[src/rtl/cpsm_pkg.sv]
// Shared types and constants for the capture period speed meter.
// No dependencies; every other file imports this package.
package cpsm_pkg;

    // Field widths
    localparam int CLK_W   = 26;
    localparam int DIST_W  = 16;
    localparam int TICK_W  = 32;
    localparam int SPEED_W = 16;
    localparam int MAG_W   = SPEED_W - 1;

    // Configuration port
    localparam int CFG_IDX_W  = 2;
    localparam int CFG_DATA_W = 32;
    localparam logic [CFG_IDX_W-1:0] CFG_CLOCK_FREQ = 2'd0;
    localparam logic [CFG_IDX_W-1:0] CFG_DISTANCE   = 2'd1;
    localparam logic [CFG_IDX_W-1:0] CFG_TIMEOUT    = 2'd2;

    localparam logic [CLK_W-1:0]  CLOCK_FREQ_RESET = 26'd48000000;
    localparam logic [DIST_W-1:0] DISTANCE_RESET   = 16'd1075;
    localparam logic [TICK_W-1:0] TIMEOUT_RESET    = 32'd1075;

    // Request codes
    localparam logic REQ_CAPTURE = 1'b0;
    localparam logic REQ_TIMEOUT = 1'b1;

    // Arithmetic
    localparam int OVERSAMPLE_SHIFT = 6;       // x64
    localparam int DIV_W  = TICK_W;
    localparam int STEP_W = $clog2(DIV_W + 1);
    localparam int PROD_W = DIV_W + DIST_W;
    localparam int MCNT_W = $clog2(DIST_W + 1);
    localparam logic [DIV_W-1:0]  SCALE_DIV = 32'd64000;
    localparam logic [MAG_W-1:0]  SPEED_MAX = 15'd32767;
    localparam logic [PROD_W-1:0] SAT_LIMIT = 48'd2097152000;  // 32768 * 64000

    localparam int SLOTS_DEFAULT = 2;

    typedef struct packed {
        logic               start;
        logic [DIV_W-1:0]   rem;
        logic [DIV_W-1:0]   num;
        logic [DIV_W-1:0]   den;
        logic [STEP_W-1:0]  steps;
    } div_req_t;

    typedef struct packed {
        logic             done;
        logic [DIV_W-1:0] quot;
    } div_sts_t;

    typedef struct packed {
        logic              start;
        logic [DIV_W-1:0]  mcand;
        logic [DIST_W-1:0] mplier;
    } mul_req_t;

    typedef struct packed {
        logic              done;
        logic [PROD_W-1:0] prod;
    } mul_sts_t;

endpackage

[src/rtl/cpsm_if.sv]
// Valid/ready channel interfaces for event requests and speed results.
// Depends on cpsm_pkg.
interface cpsm_event_if import cpsm_pkg::*; ();
    logic              valid;
    logic              ready;
    logic              req_type;
    logic [TICK_W-1:0] capture_count;
    logic              reverse_dir;
    logic [TICK_W-1:0] systick_now;

    modport source (output valid, req_type, capture_count, reverse_dir, systick_now,
                    input ready);
    modport sink   (input valid, req_type, capture_count, reverse_dir, systick_now,
                    output ready);
endinterface

interface cpsm_speed_if import cpsm_pkg::*; ();
    logic                      valid;
    logic                      ready;
    logic signed [SPEED_W-1:0] speed_mm_s;
    logic                      slot_written;
    logic                      from_timeout;

    modport source (output valid, speed_mm_s, slot_written, from_timeout, input ready);
    modport sink   (input valid, speed_mm_s, slot_written, from_timeout, output ready);
endinterface

[src/rtl/cpsm_div.sv]
// Bit-serial restoring divider, one quotient bit per cycle.
// Depends on cpsm_pkg (div_req_t, div_sts_t).
module cpsm_div import cpsm_pkg::*; (
    input  logic     clk,
    input  logic     rst_n,
    input  div_req_t req,
    output div_sts_t sts
);

    logic [DIV_W-1:0]  rem_reg;
    logic [DIV_W-1:0]  sh_reg;
    logic [DIV_W-1:0]  den_reg;
    logic [STEP_W-1:0] cnt_reg;
    logic              busy_reg;
    logic              done_reg;

    logic [DIV_W:0]    trial;
    logic [DIV_W+1:0]  diff;
    logic              fits;

    // shift next numerator bit into the partial remainder, try a subtract
    assign trial = {rem_reg, sh_reg[DIV_W-1]};
    assign diff  = {1'b0, trial} - {2'b00, den_reg};
    assign fits  = ~diff[DIV_W+1];

    always_ff @(posedge clk or negedge rst_n)
    begin
        if (!rst_n)
        begin
            busy_reg <= 1'b0;
            done_reg <= 1'b0;
            cnt_reg  <= '0;
            rem_reg  <= '0;
            sh_reg   <= '0;
            den_reg  <= '0;
        end
        else if (req.start)
        begin
            rem_reg  <= req.rem;
            sh_reg   <= req.num;
            den_reg  <= req.den;
            cnt_reg  <= req.steps;
            busy_reg <= 1'b1;
            done_reg <= 1'b0;
        end
        else if (busy_reg)
        begin
            rem_reg <= fits ? diff[DIV_W-1:0] : trial[DIV_W-1:0];
            sh_reg  <= {sh_reg[DIV_W-2:0], fits};
            cnt_reg <= cnt_reg - STEP_W'(1);
            if (cnt_reg == STEP_W'(1))
            begin
                busy_reg <= 1'b0;
                done_reg <= 1'b1;
            end
        end
        else
        begin
            done_reg <= 1'b0;
        end
    end

    assign sts.done = done_reg;
    assign sts.quot = sh_reg;

endmodule

[src/rtl/cpsm_mul.sv]
// Bit-serial shift-add multiplier, one multiplier bit per cycle, LSB first.
// Depends on cpsm_pkg (mul_req_t, mul_sts_t).
module cpsm_mul import cpsm_pkg::*; (
    input  logic     clk,
    input  logic     rst_n,
    input  mul_req_t req,
    output mul_sts_t sts
);

    logic [DIV_W-1:0]  acc_reg;
    logic [DIST_W-1:0] low_reg;
    logic [DIV_W-1:0]  mcand_reg;
    logic [MCNT_W-1:0] cnt_reg;
    logic              busy_reg;
    logic              done_reg;

    logic [DIV_W:0]    sum;

    assign sum = {1'b0, acc_reg} + (low_reg[0] ? {1'b0, mcand_reg} : '0);

    always_ff @(posedge clk or negedge rst_n)
    begin
        if (!rst_n)
        begin
            busy_reg  <= 1'b0;
            done_reg  <= 1'b0;
            cnt_reg   <= '0;
            acc_reg   <= '0;
            low_reg   <= '0;
            mcand_reg <= '0;
        end
        else if (req.start)
        begin
            acc_reg   <= '0;
            low_reg   <= req.mplier;
            mcand_reg <= req.mcand;
            cnt_reg   <= MCNT_W'(DIST_W);
            busy_reg  <= 1'b1;
            done_reg  <= 1'b0;
        end
        else if (busy_reg)
        begin
            acc_reg <= sum[DIV_W:1];
            low_reg <= {sum[0], low_reg[DIST_W-1:1]};
            cnt_reg <= cnt_reg - MCNT_W'(1);
            if (cnt_reg == MCNT_W'(1))
            begin
                busy_reg <= 1'b0;
                done_reg <= 1'b1;
            end
        end
        else
        begin
            done_reg <= 1'b0;
        end
    end

    assign sts.done = done_reg;
    assign sts.prod = {acc_reg, low_reg};

endmodule

[src/rtl/capture_period_speed_meter_unit.sv]
// Top level of the capture period speed meter: sequencer, state, config, output register.
// Depends on cpsm_pkg, cpsm_if, cpsm_div and cpsm_mul.
//
//  channel    dir  type           transfer when        payload
//  event_ch   in   cpsm_event_if  valid & ready        req_type, capture_count,
//                                                      reverse_dir, systick_now
//  speed_ch   out  cpsm_speed_if  valid & ready        speed_mm_s, slot_written,
//                                                      from_timeout
//  cfg_*      in   plain write    cfg_we               cfg_index, cfg_data
//
// One request is worked at a time. A capture with a nonzero period goes from transfer
// to result through the serial passes: the serial divider runs 32 steps for
// 64*clock/period and 15 steps for the /64000 scale, the serial multiplier 16 steps.
// A zero period or an overflowing product skips the later passes; a timeout check
// goes through ST_TCMP and gives a result only once the timeout has expired. Reset
// is asynchronous and leaves the unit ready at once.
// A stalled result is held in the output register; the next request is taken
// meanwhile and waits in its final step until the register frees up.
module capture_period_speed_meter_unit import cpsm_pkg::*; #(
    parameter int SLOTS = SLOTS_DEFAULT
) (
    input  logic                  clk,
    input  logic                  rst_n,
    cpsm_event_if.sink            event_ch,
    cpsm_speed_if.source          speed_ch,
    input  logic                  cfg_we,
    input  logic [CFG_IDX_W-1:0]  cfg_index,
    input  logic [CFG_DATA_W-1:0] cfg_data
);

    localparam int SLOT_W = (SLOTS > 1) ? $clog2(SLOTS) : 1;

    typedef enum logic [3:0] {
        ST_IDLE,
        ST_DIFF,
        ST_TCMP,
        ST_DSTART,
        ST_DIV1,
        ST_MUL,
        ST_SAT,
        ST_DIV2,
        ST_EMIT
    } state_t;

    state_t state_reg;

    // configuration
    logic [CLK_W-1:0]  clock_freq_reg;
    logic [DIST_W-1:0] distance_reg;
    logic [TICK_W-1:0] timeout_reg;

    // request held for the duration of the computation
    logic              req_type_reg;
    logic [TICK_W-1:0] capture_reg;
    logic              reverse_reg;
    logic [TICK_W-1:0] now_reg;

    // running state of the meter
    logic [TICK_W-1:0] last_capture_reg;
    logic [TICK_W-1:0] last_update_reg;
    logic [SLOT_W-1:0] slot_reg;

    // working values
    logic [TICK_W-1:0] diff_reg;    // period or elapsed ticks
    logic [MAG_W-1:0]  mag_reg;

    // output register
    logic               out_valid_reg;
    logic [SPEED_W-1:0] out_speed_reg;
    logic               out_slot_reg;
    logic               out_tmo_reg;

    div_req_t div_req;
    div_sts_t div_sts;
    mul_req_t mul_req;
    mul_sts_t mul_sts;

    logic               out_free;
    logic               saturate;
    logic [SPEED_W-1:0] speed_val;
    logic [SLOT_W-1:0]  slot_next;

    assign out_free = ~out_valid_reg | speed_ch.ready;
    assign saturate = (mul_sts.prod >= SAT_LIMIT);
    assign slot_next = (slot_reg == SLOT_W'(SLOTS - 1)) ? '0 : slot_reg + SLOT_W'(1);

    // sign is applied after saturation; timeout results are always zero
    assign speed_val = (req_type_reg == REQ_CAPTURE && reverse_reg)
                       ? SPEED_W'(~{1'b0, mag_reg} + SPEED_W'(1))
                       : {1'b0, mag_reg};

    // divider is shared: first pass 64*clock / period, second pass product / 64000.
    // Second pass starts with the upper product bits already in the remainder,
    // which is below the divisor whenever the product did not saturate.
    always_comb
    begin
        div_req       = '0;
        div_req.start = 1'b0;
        case (state_reg)
            ST_DSTART:
            begin
                div_req.start = (diff_reg != '0);
                div_req.rem   = '0;
                div_req.num   = {clock_freq_reg, OVERSAMPLE_SHIFT'(0)};
                div_req.den   = diff_reg;
                div_req.steps = STEP_W'(DIV_W);
            end
            ST_SAT:
            begin
                div_req.start = ~saturate;
                div_req.rem   = DIV_W'(mul_sts.prod >> MAG_W);
                div_req.num   = {mul_sts.prod[MAG_W-1:0], (DIV_W - MAG_W)'(0)};
                div_req.den   = SCALE_DIV;
                div_req.steps = STEP_W'(MAG_W);
            end
            default:
            begin
                div_req.start = 1'b0;
            end
        endcase
    end

    assign mul_req.start  = (state_reg == ST_DIV1) && div_sts.done;
    assign mul_req.mcand  = div_sts.quot;
    assign mul_req.mplier = distance_reg;

    cpsm_div u_div (
        .clk   (clk),
        .rst_n (rst_n),
        .req   (div_req),
        .sts   (div_sts)
    );

    cpsm_mul u_mul (
        .clk   (clk),
        .rst_n (rst_n),
        .req   (mul_req),
        .sts   (mul_sts)
    );

    // configuration writes; indexes past the list are dropped
    always_ff @(posedge clk or negedge rst_n)
    begin
        if (!rst_n)
        begin
            clock_freq_reg <= CLOCK_FREQ_RESET;
            distance_reg   <= DISTANCE_RESET;
            timeout_reg    <= TIMEOUT_RESET;
        end
        else if (cfg_we)
        begin
            case (cfg_index)
                CFG_CLOCK_FREQ: clock_freq_reg <= cfg_data[CLK_W-1:0];
                CFG_DISTANCE:   distance_reg   <= cfg_data[DIST_W-1:0];
                CFG_TIMEOUT:    timeout_reg    <= cfg_data[TICK_W-1:0];
                default:        ;
            endcase
        end
    end

    // sequencer, meter state and output register
    always_ff @(posedge clk or negedge rst_n)
    begin
        if (!rst_n)
        begin
            state_reg        <= ST_IDLE;
            req_type_reg     <= REQ_CAPTURE;
            capture_reg      <= '0;
            reverse_reg      <= 1'b0;
            now_reg          <= '0;
            last_capture_reg <= '0;
            last_update_reg  <= '0;
            slot_reg         <= '0;
            diff_reg         <= '0;
            mag_reg          <= '0;
            out_valid_reg    <= 1'b0;
            out_speed_reg    <= '0;
            out_slot_reg     <= 1'b0;
            out_tmo_reg      <= 1'b0;
        end
        else
        begin
            // in ST_EMIT the output register is reloaded below instead
            if (out_valid_reg && speed_ch.ready && state_reg != ST_EMIT)
            begin
                out_valid_reg <= 1'b0;
            end

            case (state_reg)
                ST_IDLE:
                begin
                    if (event_ch.valid)
                    begin
                        req_type_reg <= event_ch.req_type;
                        capture_reg  <= event_ch.capture_count;
                        reverse_reg  <= event_ch.reverse_dir;
                        now_reg      <= event_ch.systick_now;
                        state_reg    <= ST_DIFF;
                    end
                end
                ST_DIFF:
                begin
                    if (req_type_reg == REQ_TIMEOUT)
                    begin
                        diff_reg  <= now_reg - last_update_reg;
                        state_reg <= ST_TCMP;
                    end
                    else
                    begin
                        // wraps modulo 2^32
                        diff_reg         <= capture_reg - last_capture_reg;
                        last_capture_reg <= capture_reg;
                        state_reg        <= ST_DSTART;
                    end
                end
                ST_TCMP:
                begin
                    mag_reg <= '0;
                    // no expiry: nothing written, nothing emitted
                    state_reg <= (diff_reg > timeout_reg) ? ST_EMIT : ST_IDLE;
                end
                ST_DSTART:
                begin
                    if (diff_reg == '0)
                    begin
                        mag_reg   <= '0;
                        state_reg <= ST_EMIT;
                    end
                    else
                    begin
                        state_reg <= ST_DIV1;
                    end
                end
                ST_DIV1:
                begin
                    if (div_sts.done)
                    begin
                        state_reg <= ST_MUL;
                    end
                end
                ST_MUL:
                begin
                    if (mul_sts.done)
                    begin
                        state_reg <= ST_SAT;
                    end
                end
                ST_SAT:
                begin
                    if (saturate)
                    begin
                        mag_reg   <= SPEED_MAX;
                        state_reg <= ST_EMIT;
                    end
                    else
                    begin
                        state_reg <= ST_DIV2;
                    end
                end
                ST_DIV2:
                begin
                    if (div_sts.done)
                    begin
                        mag_reg   <= div_sts.quot[MAG_W-1:0];
                        state_reg <= ST_EMIT;
                    end
                end
                ST_EMIT:
                begin
                    if (out_free)
                    begin
                        out_valid_reg   <= 1'b1;
                        out_speed_reg   <= speed_val;
                        out_slot_reg    <= slot_reg[0];
                        out_tmo_reg     <= (req_type_reg == REQ_TIMEOUT);
                        slot_reg        <= slot_next;
                        last_update_reg <= now_reg;
                        state_reg       <= ST_IDLE;
                    end
                    else if (out_valid_reg && speed_ch.ready)
                    begin
                        out_valid_reg <= 1'b0;
                    end
                end
                default:
                begin
                    state_reg <= ST_IDLE;
                end
            endcase
        end
    end

    assign event_ch.ready      = (state_reg == ST_IDLE);
    assign speed_ch.valid      = out_valid_reg;
    assign speed_ch.speed_mm_s = out_speed_reg;
    assign speed_ch.slot_written = out_slot_reg;
    assign speed_ch.from_timeout = out_tmo_reg;

endmodule

[src/flat_wrapper.sv]
// flat-port wrapper written by rule: the top's interface ports become plain ports
module capture_period_speed_meter_unit_flat import cpsm_pkg::*;
#(
    parameter int SLOTS = SLOTS_DEFAULT
)
  (clk, rst_n, cfg_we, cfg_index, cfg_data, event_ch_valid, event_ch_req_type, event_ch_capture_count, event_ch_reverse_dir, event_ch_systick_now, event_ch_ready, speed_ch_valid, speed_ch_speed_mm_s, speed_ch_slot_written, speed_ch_from_timeout, speed_ch_ready);
  cpsm_event_if event_ch_i ();
  cpsm_speed_if speed_ch_i ();
  input  logic clk;
  input  logic rst_n;
  input  logic cfg_we;
  input  logic [CFG_IDX_W-1:0] cfg_index;
  input  logic [CFG_DATA_W-1:0] cfg_data;
  input wire logic [$bits(event_ch_i.valid)-1:0] event_ch_valid;
  input wire logic [$bits(event_ch_i.req_type)-1:0] event_ch_req_type;
  input wire logic [$bits(event_ch_i.capture_count)-1:0] event_ch_capture_count;
  input wire logic [$bits(event_ch_i.reverse_dir)-1:0] event_ch_reverse_dir;
  input wire logic [$bits(event_ch_i.systick_now)-1:0] event_ch_systick_now;
  output wire logic [$bits(event_ch_i.ready)-1:0] event_ch_ready;
  output wire logic [$bits(speed_ch_i.valid)-1:0] speed_ch_valid;
  output wire logic [$bits(speed_ch_i.speed_mm_s)-1:0] speed_ch_speed_mm_s;
  output wire logic [$bits(speed_ch_i.slot_written)-1:0] speed_ch_slot_written;
  output wire logic [$bits(speed_ch_i.from_timeout)-1:0] speed_ch_from_timeout;
  input wire logic [$bits(speed_ch_i.ready)-1:0] speed_ch_ready;
  assign event_ch_i.valid = event_ch_valid;
  assign event_ch_i.req_type = event_ch_req_type;
  assign event_ch_i.capture_count = event_ch_capture_count;
  assign event_ch_i.reverse_dir = event_ch_reverse_dir;
  assign event_ch_i.systick_now = event_ch_systick_now;
  assign event_ch_ready = event_ch_i.ready;
  assign speed_ch_valid = speed_ch_i.valid;
  assign speed_ch_speed_mm_s = speed_ch_i.speed_mm_s;
  assign speed_ch_slot_written = speed_ch_i.slot_written;
  assign speed_ch_from_timeout = speed_ch_i.from_timeout;
  assign speed_ch_i.ready = speed_ch_ready;
  capture_period_speed_meter_unit #(.SLOTS(SLOTS)) u_core (.clk(clk), .rst_n(rst_n), .event_ch(event_ch_i), .speed_ch(speed_ch_i), .cfg_we(cfg_we), .cfg_index(cfg_index), .cfg_data(cfg_data));
endmodule
[config.mk]
export PLATFORM = sky130hd
export DESIGN_NAME = capture_period_speed_meter_unit_flat
export DESIGN_NICKNAME = d
export VERILOG_FILES = /design/src/rtl/cpsm_pkg.sv /design/src/rtl/cpsm_if.sv /design/src/rtl/cpsm_div.sv /design/src/rtl/cpsm_mul.sv /design/src/rtl/capture_period_speed_meter_unit.sv /design/src/flat_wrapper.sv
export SDC_FILE = /design/constraint.sdc
export NUM_CORES = 1
export LEC_CHECK = 0
export ABC_AREA = 1
export BUFFER_PORTS_ARGS = -buffer_cell sky130_fd_sc_hd__buf_2
export CORE_MARGIN = 8
export CORE_UTILIZATION = 45
export CTS_CLUSTER_DIAMETER = 120
export DETAILED_ROUTE_END_ITERATION = 7
export HOLD_SLACK_MARGIN = 0.08
export PLACE_DENSITY_LB_ADDON = 0.05
export SYNTH_ARGS = -nofsm -noshare
export SYNTH_HDL_FRONTEND = slang
export SYNTH_SLANG_ARGS = --single-unit
[constraint.sdc]
create_clock -name clk -period 5.1 [get_ports clk]
set_input_delay 1.275 -clock clk [delete_from_list [all_inputs] [get_ports clk]]
set_output_delay 1.275 -clock clk [all_outputs]
set_load 0.05 [all_outputs]
==> results.txt, run 1 <==
outcome: finished clean
Num CTS Buffers: 52
CTS Hold Bufs: 0
pwr/cell area: 244 nW/um^2
Sequential Area: 11700 um^2
Final Cycle Share: 0.688
DRT Pass-1 Iters: 8
Reg2Reg Depth: 9
Seq/Total Area, Yosys: 0.395
Fmax: 285 MHz
Relative slew margins: 0.311
Max clock buf depth: 3
Hold Crit Depth: 1
IO Count: 125
worst skew pair latency: 0.60 ns
Die H: 273 um
synth warn: 0
layout overhead on the synthesized area: 11.3%
Resized cells post-CTS: 0
crit-path max FO: 7
antenna violations before repair: 0
Worst Path Class, Setup: flop to primary output
Finished Core Util: 0.503
Worst-Margin Slew: 1.03 ns
vias per inst: 5.03
Sink Count: 466
setup TNS: 0 ns
vias in the first global route: 25542
Critical Path Source: u_core.state_reg[1]$_DFFE_PN0P_
switching part of the total: 0.228
Worst EP arrival: 2.23 ns
synth top area cells: dfrtp_1 (38%), nand2_1 (17%), inv_1 (9.0%)
syn_nets: 4509
CP Launch Type: flop
via count: 26349
Die Footprint: 74300 um^2
Power Internal: 6.20 mW
hold crit path type: flop to flop
Routed Antenna Nets: 0
Fin. Hold Viols: 0
post-CTS setup buffer count: 0
total chip power: 8.03 mW
Total GRT Usage: 0.233
post-detailed-route wirelength per cell: 16.7 um
Clk pin slew, worst setup/hold paths: 0.06 ns
Cell Area, Synth: 29600 um^2
share of layout cells above drive strength 1: 0.0720
Final setup viols: 0
Hold Slack: 0.471 ns
Post-route DRC: 0
Chip Width: 273 um
Worst Clk Skew: 0.0193 ns
largest net degree at the start of global routing: 108
RePlAce Congestion: 0.938
maxcap violations: 0
# diodes: 0
R2R Setup Slk: 2.01 ns
CTS tree: built
worst vdd ir: 0.225 mV
Yosys reg bits: 466
power share of the sequential group: 0.482
r2r endpoint: u_core.u_mul.acc_reg[1]$_DFFE_PN0P_
area fraction of the dominant cell type after synthesis: 0.377
final slew viol count: 0
EDFF count, synth: 0
WP buf/inv: 2
GRT Residual Overflow: 0
Critical Path, Cell by Cell: nor2_1 > inv_1 > nor2_1 > buf_2
crit end category: primary output
core area: 65500 um^2
Multi-input gate area: 14800 um^2
dpl hpwl: 68.4 mm
delay of the slowest critical-path stage: 0.49 ns
Syn Inst Count: 4237
minimum clock period: 3.51 ns
worst endpoint required time: 3.83 ns
switching pwr: 1.83 mW
first-pass GRT wire length: 140 mm
initial drt markers: 1748
# nets final: 4606
Clock power frac: 0.478
filler instances: 6835
post-synth cell types: 45
# port buffers: 124
Critical-path top delay cell: nor2_1
Placed Instance Area: 31200 um^2
Mapped Avg Cell Area: 6.99 um^2
Design Area, Final: 32900 um^2
H-tree depth: 2
combinational share of power: 0.040
post-synth top area cell: dfrtp_1
CP top delay family: simple AND/OR/NAND/NOR gates
Hold Crit Start: u_core.u_mul.cnt_reg[3]$_DFFE_PN0P_
Post-synth top flop: dfrtp_1
Leak: 18.0 nW
reg2reg start: u_core.state_reg[3]$_DFFE_PN0P_
Cell Rows: 94
Clk Tree Root Cell: clkbuf_16
final WL: 87.6 mm
most used cell, CP: nor2_1
Worst Hold Path EP: u_core.u_mul.cnt_reg[3]$_DFFE_PN0P_
share of flip-flops with an asynchronous set or reset: 1.00
Initial Util: 0.452
RSZ-0062 raised after global routing: false
-- logic make-up (layout without fill, tap and decap cells) --
logic type               after synthesis  after routing  share of synthesized area
flip-flops                           466            466                      0.395
AO/OA/AOI/OAI                        618            618                      0.114
multiplexers                          34             34                     0.0129
AND/OR/NAND/NOR                     2067           2067                      0.285
XOR/XNOR                              51             51                     0.0151
adder cells (fa/ha/maj)              167            167                     0.0716
buffers and inverters                834            971                      0.107
-- Yosys cell counts, drive strengths merged (3+ instances only) --
cell and count:
a21o 8, a21oi 208, a22oi 16, a31oi 13
and2 6, buf 22, clkbuf 94, clkinv 3
dfrtp 446, dfstp 20, fa 4, ha 163
inv 715, mux2 33, nand2 1374, nand3 240
nand3b 27, nand4 63, nor2 301, nor3 41
nor4 8, o211ai 15, o21a 4, o21ai 288
o21bai 13, o221ai 13, o22ai 35, or2 6
xnor2 21, xor2 30
-- worst max-delay path by stage --
stage,endpoint,cells past startpoint,slack [ns]
floorplan,event_ch_ready,3,2.48
global placement,u_core.u_mul.acc_reg[1]$_DFFE_PN0P_,9,2.08
detailed placement,u_core.u_mul.acc_reg[1]$_DFFE_PN0P_,9,2.04
CTS,event_ch_ready,4,1.62
global route,event_ch_ready,4,1.52
finish,event_ch_ready,4,1.59
-- power groups by stage --
stage                     sequential (mW)  clock (mW)  combinational, mW
after floorplan                      3.91           0              0.143
after global placement               3.93           0              0.324
after detailed placement             3.94           0              0.329
after CTS                            3.87        3.95              0.331
after global routing                 3.88        4.10              0.373
final                                3.87        3.84              0.319
-- cells in the final DEF (no fill, tap or decap), drive strengths merged, types with 13 or more instances in the layout --
| cell type | synthesis | routed |
|---|---|---|
| xor2 | 30 | 30 |
| inv | 715 | 715 |
| o21ai | 288 | 288 |
| o211ai | 15 | 15 |
| nor3 | 41 | 41 |
| dfstp | 20 | 20 |
| a21oi | 208 | 208 |
| ha | 163 | 163 |
| nor2 | 301 | 301 |
| mux2 | 33 | 33 |
| nand3b | 27 | 27 |
| nand2 | 1374 | 1374 |
| a22oi | 16 | 16 |
| o22ai | 35 | 35 |
| clkbuf | 94 | 76 |
| a31oi | 13 | 13 |
| dfrtp | 446 | 446 |
| o221ai | 13 | 13 |
| o21bai | 13 | 13 |
| nand4 | 63 | 63 |
| xnor2 | 21 | 21 |
| nand3 | 240 | 240 |
| buf | 22 | 159 |
-- final cells by class --
| cell class | count | share of cell area |
|---|---|---|
| clock inverters | 18 | 0.00695 |
| well taps | 864 | 0.0328 |
| flip-flops and latches | 466 | 0.355 |
| repair buffers | 159 | 0.0290 |
| inverters | 718 | 0.0818 |
| multi-input cells | 2937 | 0.449 |
| clock buffers | 76 | 0.0456 |
-- layer usage --
| layer | share of wire | GRT usage |
|---|---|---|
| met1 | 0.47 | 0.319 |
| met2 | 0.47 | 0.387 |
| met3 | 0.031 | 0.0235 |
| met4 | 0.033 | 0.0761 |
| met5 | 0 | 0 |
-- metrics by stage --
stage	instances	worst slack [ns]
floorplan	4237	2.48
global placement	5144	2.08
detailed placement	5144	2.04
CTS	5238	1.62
global route	5238	1.52
finish	5238	1.59
Power figures use the tool's default switching activity.
==> run 2: changes to the inputs <==
==> constraint.sdc (replaced) <==
create_clock -name clk -period 2.9 [get_ports clk]
set_input_delay 0.725 -clock clk [delete_from_list [all_inputs] [get_ports clk]]
set_output_delay 0.725 -clock clk [all_outputs]
set_load 0.05 [all_outputs]
==> results.txt, run 2 (same netlist as run 1, synthesis figures left out) <==
Relative slew margins: 0.401
Cell Rows: 94
Fin. Hold Viols: 0
reg2reg start: u_core.u_mul.acc_reg[30]$_DFFE_PN0P_
final WL: 88.3 mm
post-CTS setup buffer count: 0
initial drt markers: 2032
GRT Residual Overflow: 0
Final setup viols: 0
Worst Clk Skew: 0.0284 ns
post-detailed-route wirelength per cell: 16.8 um
Reg2Reg Depth: 11
maxcap violations: 0
R2R Setup Slk: 0.35 ns
outcome: finished clean
pwr/cell area: 424 nW/um^2
Chip Width: 273 um
setup TNS: 0 ns
commonest non-fill, non-tap cells in the layout: nand2_1 (1370), inv_1 (712), dfrtp_1 (446), nor2_1 (293), o21ai_0 (287)
layout overhead on the synthesized area: 11.8%
IO Count: 125
Final Cycle Share: 0.963
Die Footprint: 74300 um^2
Total GRT Usage: 0.235
core area: 65500 um^2
largest net degree at the start of global routing: 101
worst skew pair latency: 0.61 ns
r2r endpoint: u_core.u_div.sh_reg[30]$_DFFE_PN0P_
Hold Crit Start: event_ch_systick_now[9]
Hold Crit Depth: 2
Routed Antenna Nets: 0
CP Launch Type: flop
worst endpoint required time: 2.17 ns
via count: 26492
RSZ-0062 raised after global routing: false
Sink Count: 466
# port buffers: 124
antenna violations before repair: 0
Worst EP arrival: 2.07 ns
minimum clock period: 2.79 ns
Worst Path Class, Setup: flop to primary output
# nets final: 4621
H-tree depth: 2
Clk Tree Root Cell: clkbuf_16
Worst-Margin Slew: 0.898 ns
Leak: 18.1 nW
CTS tree: built
Clk pin slew, worst setup/hold paths: 0.06 ns
Post-route DRC: 0
vias in the first global route: 25622
first-pass GRT wire length: 141 mm
Die H: 273 um
Max clock buf depth: 3
most common cell after layout, fill and taps aside: nand2_1
filler instances: 6742
crit-path max FO: 7
final slew viol count: 0
vias per inst: 5.05
DRT Pass-1 Iters: 6
final non-filler cell total: 5251
Initial Util: 0.452
share of layout cells above drive strength 1: 0.0745
Worst Hold Path EP: u_core.now_reg[9]$_DFFE_PN0P_
worst vdd ir: 0.399 mV
Num CTS Buffers: 52
RePlAce Congestion: 0.958
# diodes: 0
hold crit path type: input port to flop
Fmax: 358 MHz
Cells after DPL: 5158
dpl hpwl: 69.3 mm
crit end category: primary output
## run 2: changes by cell type in the layout (fill, tap and decap cells not counted), sizes merged
cell / before / now
buf: 159 / 173
clkinvlp: 4 / 2
inv: 715 / 717
bufinv: 5 / 4
clkinv: 12 / 11
dlygate4sd3: 0 / 1
## run 2: critical path, cell delays in order (launching register included)
cell and delay [ns]:
dfrtp_1 0.46, nor2_1 0.22, inv_1 0.11, nor2_2 0.34, buf_2 0.34
## run 2: power breakdown
group | switching [mW] | internal, mW | leakage [nW]
clock | 2.76 | 3.88 | 0.823
sequential | 0.102 | 6.70 | 6.09
combinational | 0.383 | 0.197 | 11.1
total | 3.25 | 10.8 | 18.1
## run 2: cell type report
cell class	instances	area, um^2	area share
clock buffer	76	1480	0.0448
clock inverter	16	204	0.00616
inverter	718	2700	0.0814
multi-input combinational	2937	14800	0.447
sequential	466	11700	0.353
tap	864	1080	0.0327
timing repair buffer	174	1160	0.0350
## run 2: timing repair
action,CTS,global route
endpoints found under the hold margin,33,0
endpoints found under the setup margin,1,0
gates resized for setup,1,0
hold buffers,1,0
## run 2: worst max-delay path by stage
stage / startpoint / endpoint / depth (start not counted)
floorplan: u_core.state_reg[1]$_DFFE_PN0P_ / u_core.capture_reg[10]$_DFFE_PN0P_ / 7
global placement: u_core.u_mul.acc_reg[30]$_DFFE_PN0P_ / u_core.u_div.sh_reg[25]$_DFFE_PN0P_ / 11
detailed placement: u_core.u_mul.acc_reg[30]$_DFFE_PN0P_ / u_core.u_div.sh_reg[27]$_DFFE_PN0P_ / 11
CTS: u_core.state_reg[1]$_DFFE_PN0P_ / event_ch_ready / 4
global route: u_core.state_reg[1]$_DFFE_PN0P_ / event_ch_ready / 4
finish: u_core.state_reg[1]$_DFFE_PN0P_ / event_ch_ready / 4
## run 2: routing by layer
metal,up-vias,GRT usage,share of wire
met4,0,0.0708,0.029
met1,12260,0.320,0.47
met5,-,0,0
li1,13662,-,-
met2,460,0.393,0.47
met3,110,0.0250,0.035
## run 2: through the flow
stage | setup WS [ns] | instance area, um^2 | hold slack [ns] | util | power, mW
2_1_floorplan | 0.427 | 29600 | 0.429 | - | 7.13
3_3_place_gp | 0.359 | 31400 | 0.454 | 0.479 | 7.50
3_5_place_dp | 0.345 | 31400 | 0.457 | 0.479 | 7.51
4_1_cts | 0.114 | 33100 | 0.314 | 0.505 | 14.2
5_1_grt | 0.0181 | 33100 | 0.335 | 0.505 | 14.5
6_report | 0.106 | 33100 | 0.350 | 0.505 | 14.0
